<file path="config.mk">
export PLATFORM = sky130hd
export DESIGN_NAME = twm_div
export DESIGN_NICKNAME = d
export VERILOG_FILES = /design/src/rtl/twm_div.sv
export SDC_FILE = /design/constraint.sdc
export NUM_CORES = 1
export LEC_CHECK = 0
export BUFFER_PORTS_ARGS = -buffer_cell sky130_fd_sc_hd__buf_4
export CAP_MARGIN = 25
export CORE_UTILIZATION = 35
export CTS_CLUSTER_DIAMETER = 150
export CTS_CLUSTER_SIZE = 10
export DETAILED_ROUTE_END_ITERATION = 7
export HOLD_SLACK_MARGIN = 0.08
export PLACE_DENSITY = 0.51
export SYNTH_ARGS = -nofsm -noshare
export SYNTH_HDL_FRONTEND = slang
export SYNTH_SLANG_ARGS = --single-unit
</file>
<file path="constraint.sdc">
create_clock -name clk -period 5.3 [get_ports clk]
set_input_delay 0.795 -clock clk [delete_from_list [all_inputs] [get_ports clk]]
set_output_delay 0.795 -clock clk [all_outputs]
set_load 0.05 [all_outputs]
</file>
<file path="src/rtl/twm_div.sv">
// ----------------------------------------------------------------------------
// twm_div
// Signed 32-bit divider, one quotient bit per cycle, truncating toward zero.
// ----------------------------------------------------------------------------
`default_nettype none

module twm_div (
  input  wire logic        clk,
  input  wire logic        rst,
  input  wire logic        start,
  input  wire logic [31:0] dividend,
  input  wire logic [31:0] divisor,
  output logic             done,
  output logic [31:0]      quotient
);

  logic        busy;
  logic        finish;
  logic [4:0]  count;
  logic [31:0] rem;
  logic [31:0] quo;
  logic [31:0] dvs;
  logic        neg;
  logic [32:0] shifted;
  logic [32:0] diff;

  assign shifted = {rem, quo[31]};
  assign diff    = shifted - {1'b0, dvs};

  always_ff @(posedge clk) begin
    if (rst) begin
      busy   <= 1'b0;
      finish <= 1'b0;
      done   <= 1'b0;
    end else begin
      done   <= 1'b0;
      finish <= 1'b0;
      if (start) begin
        busy  <= 1'b1;
        count <= 5'd0;
        rem   <= 32'd0;
        quo   <= dividend[31] ? (32'd0 - dividend) : dividend;
        dvs   <= divisor[31] ? (32'd0 - divisor) : divisor;
        neg   <= dividend[31] ^ divisor[31];
      end else if (busy) begin
        rem   <= diff[32] ? shifted[31:0] : diff[31:0];
        quo   <= {quo[30:0], ~diff[32]};
        count <= count + 5'd1;
        if (count == 5'd31) begin
          busy   <= 1'b0;
          finish <= 1'b1;
        end
      end else if (finish) begin
        quotient <= neg ? (32'd0 - quo) : quo;
        done     <= 1'b1;
      end
    end
  end

endmodule

`default_nettype wire

</file>
Word-level counts from Yosys, hierarchy flattened
Cells that the tools add are included.
{"block": "word_totals", "ff_bits": 137, "input_bits": 67, "elab_cells": 40}
{"block": "op_classes", "add_sub_neg": 5, "eq_ne": 1, "mux": 13, "bitwise": 5, "reduce_logical": 6}
{"cell": "$mux W32", "count": 6}
{"cell": "$sub A1 B32 Y32 const A", "count": 3}
{"cell": "$sub A33 B32 Y33", "count": 1}
{"cell": "$mux W31", "count": 1}
{"cell": "$reduce_or A3 Y1", "count": 2}
{"cell": "$add A5 B1 Y5 const B", "count": 1}
{"cell": "$eq A5 B5 Y1 const B", "count": 1}
{"cell": "$mux W1", "count": 5}
{"cell": "$mux W5", "count": 1}
{"cell": "$not A1 Y1", "count": 4}
{"cell": "$reduce_and A2 Y1", "count": 2}
{"cell": "$reduce_and A4 Y1", "count": 1}
{"cell": "$reduce_bool A2 Y1", "count": 1}
{"cell": "$xor A1 B1 Y1", "count": 1}

Longest topological paths before layout
{"block": "depth", "ltp_word": 4, "depth_mapped": 14, "ltp_nobuf": 12}

Worst setup path before layout
Ideal clock, no wire load.
{"block": "synth_timing", "kind": "in2reg", "start": "in start", "end": "reg quotient[0] (enable)", "arrival_ns": 4.564, "slack_ns": 0.222, "stages": 3, "path_buffers": 2, "path_cell_list": "clkbuf_1 > clkbuf_1 > nor4b_1"}
{"block": "synth_between", "elab_chain_len": 2}
{"item": "from (decl)", "line_no": "10", "rtl": "input wire logic start,"}
{"item": "$not A1 Y1 (no source line)"}
{"item": "$reduce_and A4 Y1 (no source line)"}
{"item": "to (signal assigned)", "line_no": "54", "rtl": "quotient <= neg ? (32'd0 - quo) : quo;"}
{"item": "to (decl)", "line_no": "14", "rtl": "output logic [31:0] quotient"}
Every way passes these cells.
A chain may end at the register's enable or synchronous reset.

Final worst setup path
{"block": "layout_timing", "start": "reg quo[31]", "end": "reg rem[1] (data pin)"}
{"block": "layout_between", "elab_chain_len": 3}
{"item": "from (decl)", "line_no": "21", "rtl": "logic [31:0] quo;"}
{"item": "from (signal assigned)", "line_no": "42", "rtl": "quo <= dividend[31] ? (32'd0 - dividend) : dividend;"}
{"item": "from (signal assigned)", "line_no": "47", "rtl": "quo <= {quo[30:0], ~diff[32]};"}
{"item": "$sub A33 B32 Y33", "line_no": "28", "rtl": "assign diff = shifted - {1'b0, dvs};"}
{"item": "$mux W32", "line_no": "46", "rtl": "rem <= diff[32] ? shifted[31:0] : diff[31:0];"}
{"item": "$mux W32", "line_no": "45", "rtl": "end else if (busy) begin"}
{"item": "to (signal assigned)", "line_no": "46"}
{"item": "to (decl)", "line_no": "20", "rtl": "logic [31:0] rem;"}
Every way passes these cells. The select of a mux whose other input is x is not followed.

==> flow_metrics.env <==
export IMPL_status="complete, but fails checks"
export IMPL_violations="design-rule violations"
export IMPL_synthSimpleGateAreaFrac_pct=13.1
export IMPL_post_route_util_pct=42.5
export IMPL_endpoint_kind="register"
export IMPL_p_per_area_nw_per_um2=313
export IMPL_cts_hold_buffers=0
export IMPL_dp_hpwl_mm=14.4
export IMPL_arrival_ns=4.47
export IMPL_final_area_um2=10300
export IMPL_wl_per_cell_um=15.3
export IMPL_fin_ws_ns=1.10
export IMPL_syn_area_um2=8630
export IMPL_place_congestion=0.829
export IMPL_synth_seq_cells=137
export IMPL_synth_nets=954
export IMPL_drive_gt1_share_pct=17.0
export IMPL_synthMuxAreaShare_pct=1.49
export IMPL_diodes=0
export IMPL_finalSetupTns_ns=0
export IMPL_die_height_um=159
export IMPL_maxCapViolations=0
export IMPL_cts_buffers=17
export IMPL_synth_xor_xnor_area_share_pct=11.9
export IMPL_ys_seq_area_share_pct=47.3
export IMPL_grt_start_max_net_pins=82
export IMPL_viasPerCell=5.06
export IMPL_startpoint_type="register"
export IMPL_cts_tree="done"
export IMPL_antenna_found_initial=0
export IMPL_syn_inst=849
export IMPL_grt_pass1_vias=6109
export IMPL_cts_buffer_depth=2
export IMPL_slew_headroom_pct=32.6
export IMPL_placed_cell_area_um2=9740
export IMPL_layout_min_cycle_time_ns=4.20
export IMPL_nFillCells=2384
export IMPL_worstSetupPathType="register to register"
export IMPL_finalMaxSlewViolations=0
export IMPL_finalNetCount=1047
export IMPL_fin_worst_skew_ns=0.00700
export IMPL_port_buffers=99
export IMPL_overflow=0
export IMPL_clkLatencyLatePin_ns=0.42
export IMPL_start_util_pct=35.6
export IMPL_ant_nets=0
export IMPL_cp_max_fo=26
export IMPL_grt_pass1_wl_mm=31.9
export IMPL_synth_ff_type="edfxtp_1"
export IMPL_synthAdderAreaFrac_pct=5.60
export IMPL_cts_resized=0
export IMPL_grt_setup_unrepaired="false"
export IMPL_vias=6467
export IMPL_cts_root_buf="clkbuf_16"
export IMPL_yosys_warnings=0
export IMPL_cts_setup_buffers=0
export IMPL_die_width_um=159
export IMPL_hold_viol=0
export IMPL_synth_area_leaders="edfxtp_1, xnor2_1, ha_1"
export IMPL_period_share_pct=79.2
export IMPL_finalSetupViolations=0
export IMPL_clkTransAtPathRegs_ns=0.06
export IMPL_synth_edff_count=134
export IMPL_seqCellArea_um2=4080
export IMPL_core_um2=24200
export IMPL_dieArea_um2=25300
export IMPL_yosys_area_top_type="edfxtp_1"
export IMPL_syn2layout_area_growth_pct=19.4
export IMPL_hold_path_class="register to register"
export IMPL_row_count=57
export IMPL_required_ns=5.58
export IMPL_ioPinCount=100
export IMPL_worst_pin_slew_ns=1.01
export IMPL_synth_compound_area_share_pct=17.3
export IMPL_first_pass_iters=7
export IMPL_grtUsageTotal_pct=15.8
export IMPL_vdd_ir_drop_max_mv=0.184
export IMPL_r2r_setup_slack_ns=1.10
export IMPL_multi_input_area_um2=4280
export IMPL_p_leak_uw=0.00395
export IMPL_clock_sinks=137
export IMPL_post_route_drc_count=2
export IMPL_fmaxAchievable_mhz=238
export IMPL_cts_max_level=4
export IMPL_dr_first_iter_drc_count=533
export IMPL_yosys_area_top_type_share_pct=46.6
export IMPL_synth_top_family_by_area="compound AO/OA/AOI/OAI gates"
export IMPL_avgSynthCellArea_um2=10.2
export IMPL_place_ws_ns=1.09
export IMPL_route_final_wire_length_mm=19.6
export IMPL_ys_types=56
export IMPL_power_uw=3230
export IMPL_synthArstFlopShare_pct=0
## routing by layer
layer  track usage [%]  up-vias  wire (µm)
li1                  -     3324          -
met1              23.4     2970      10100
met2              23.5      160       8370
met3              2.53       13        819
met4              5.29        0        259
met5                 0        -          0
## critical path, stage by stage (launching register included)
cell	delay [ns]
edfxtp_1	0.39
inv_1	0.06
ha_1	0.22
fa_1	0.40
nor2b_1	0.19
o31ai_1	0.13
a31oi_1	0.26
o21ai_0	0.27
a2111o_1	0.44
and3_1	0.42
nor2_2	0.57
buf_12	0.26
mux2_2	0.35
nor2_1	0.08
## through the flow
step	cells	hold WS, ns
2_1_floorplan	849	0.440
3_3_place_gp	1247	0.471
5_1_grt	1279	0.504
4_1_cts	1279	0.475
6_report	1279	0.476
3_5_place_dp	1247	0.466
## state kept, by name, summed over array words and instances (netlist names)
signal	count
count	5
quotient	32
done	1
neg	1
dvs	32
finish	1
busy	1
rem	32
quo	32
## logic make-up (layout without fill, tap and decap cells)
kind of cell,Yosys count,after routing
XOR/XNOR,117,117
multiplexers,12,12
buffers and inverters,77,183
flip-flops,137,137
AND/OR/NAND/NOR,226,226
adder cells (fa/ha/maj),38,38
AO/OA/AOI/OAI,242,242
## layout by cell type, fill, tap and decap left out, types with 8 or more instances in the layout
cell         n
a21o_1      23
nand2_1     75
nor2_1      54
xnor2_1     68
buf_4      104
or4_1       14
o41ai_1      9
xor2_1      49
o21ai_0     71
or3_1       11
nand3_1      8
edfxtp_1   134
ha_1        37
o31ai_1     26
clkbuf_16   17
inv_1       45
a21oi_1     76
nor3_1       9
## Yosys cell counts, types with 14 or more instances
library cell	count
a21o_1	23
a21oi_1	76
clkbuf_1	29
edfxtp_1	134
ha_1	37
inv_1	45
nand2_1	75
nor2_1	57
o21ai_0	71
o31ai_1	26
or4_1	14
xnor2_1	68
xor2_1	49
## worst paths after layout
check,start,end,depth (start not counted)
max,quo[31]$_DFFE_PP_,rem[1]$_SDFFCE_PP0P_,13
min,finish$_SDFF_PP0_,done$_SDFF_PP0_,1
max reg2reg,quo[31]$_DFFE_PP_,rem[1]$_SDFFCE_PP0P_,13
min reg2reg,finish$_SDFF_PP0_,done$_SDFF_PP0_,1
## final cells by class
type / count / area share, %
well taps: 324 / 3.93
inverters: 46 / 1.67
multi-input cells: 635 / 41.5
repair buffers: 105 / 7.77
clock inverters: 15 / 1.38
flip-flops and latches: 137 / 39.6
clock buffers: 17 / 4.13
## report_power, final
group	switching, µW	internal (µW)
combinational	410	316
sequential	56.1	1300
clock	494	655
total	960	2270
(Power assumes the default switching activity.)
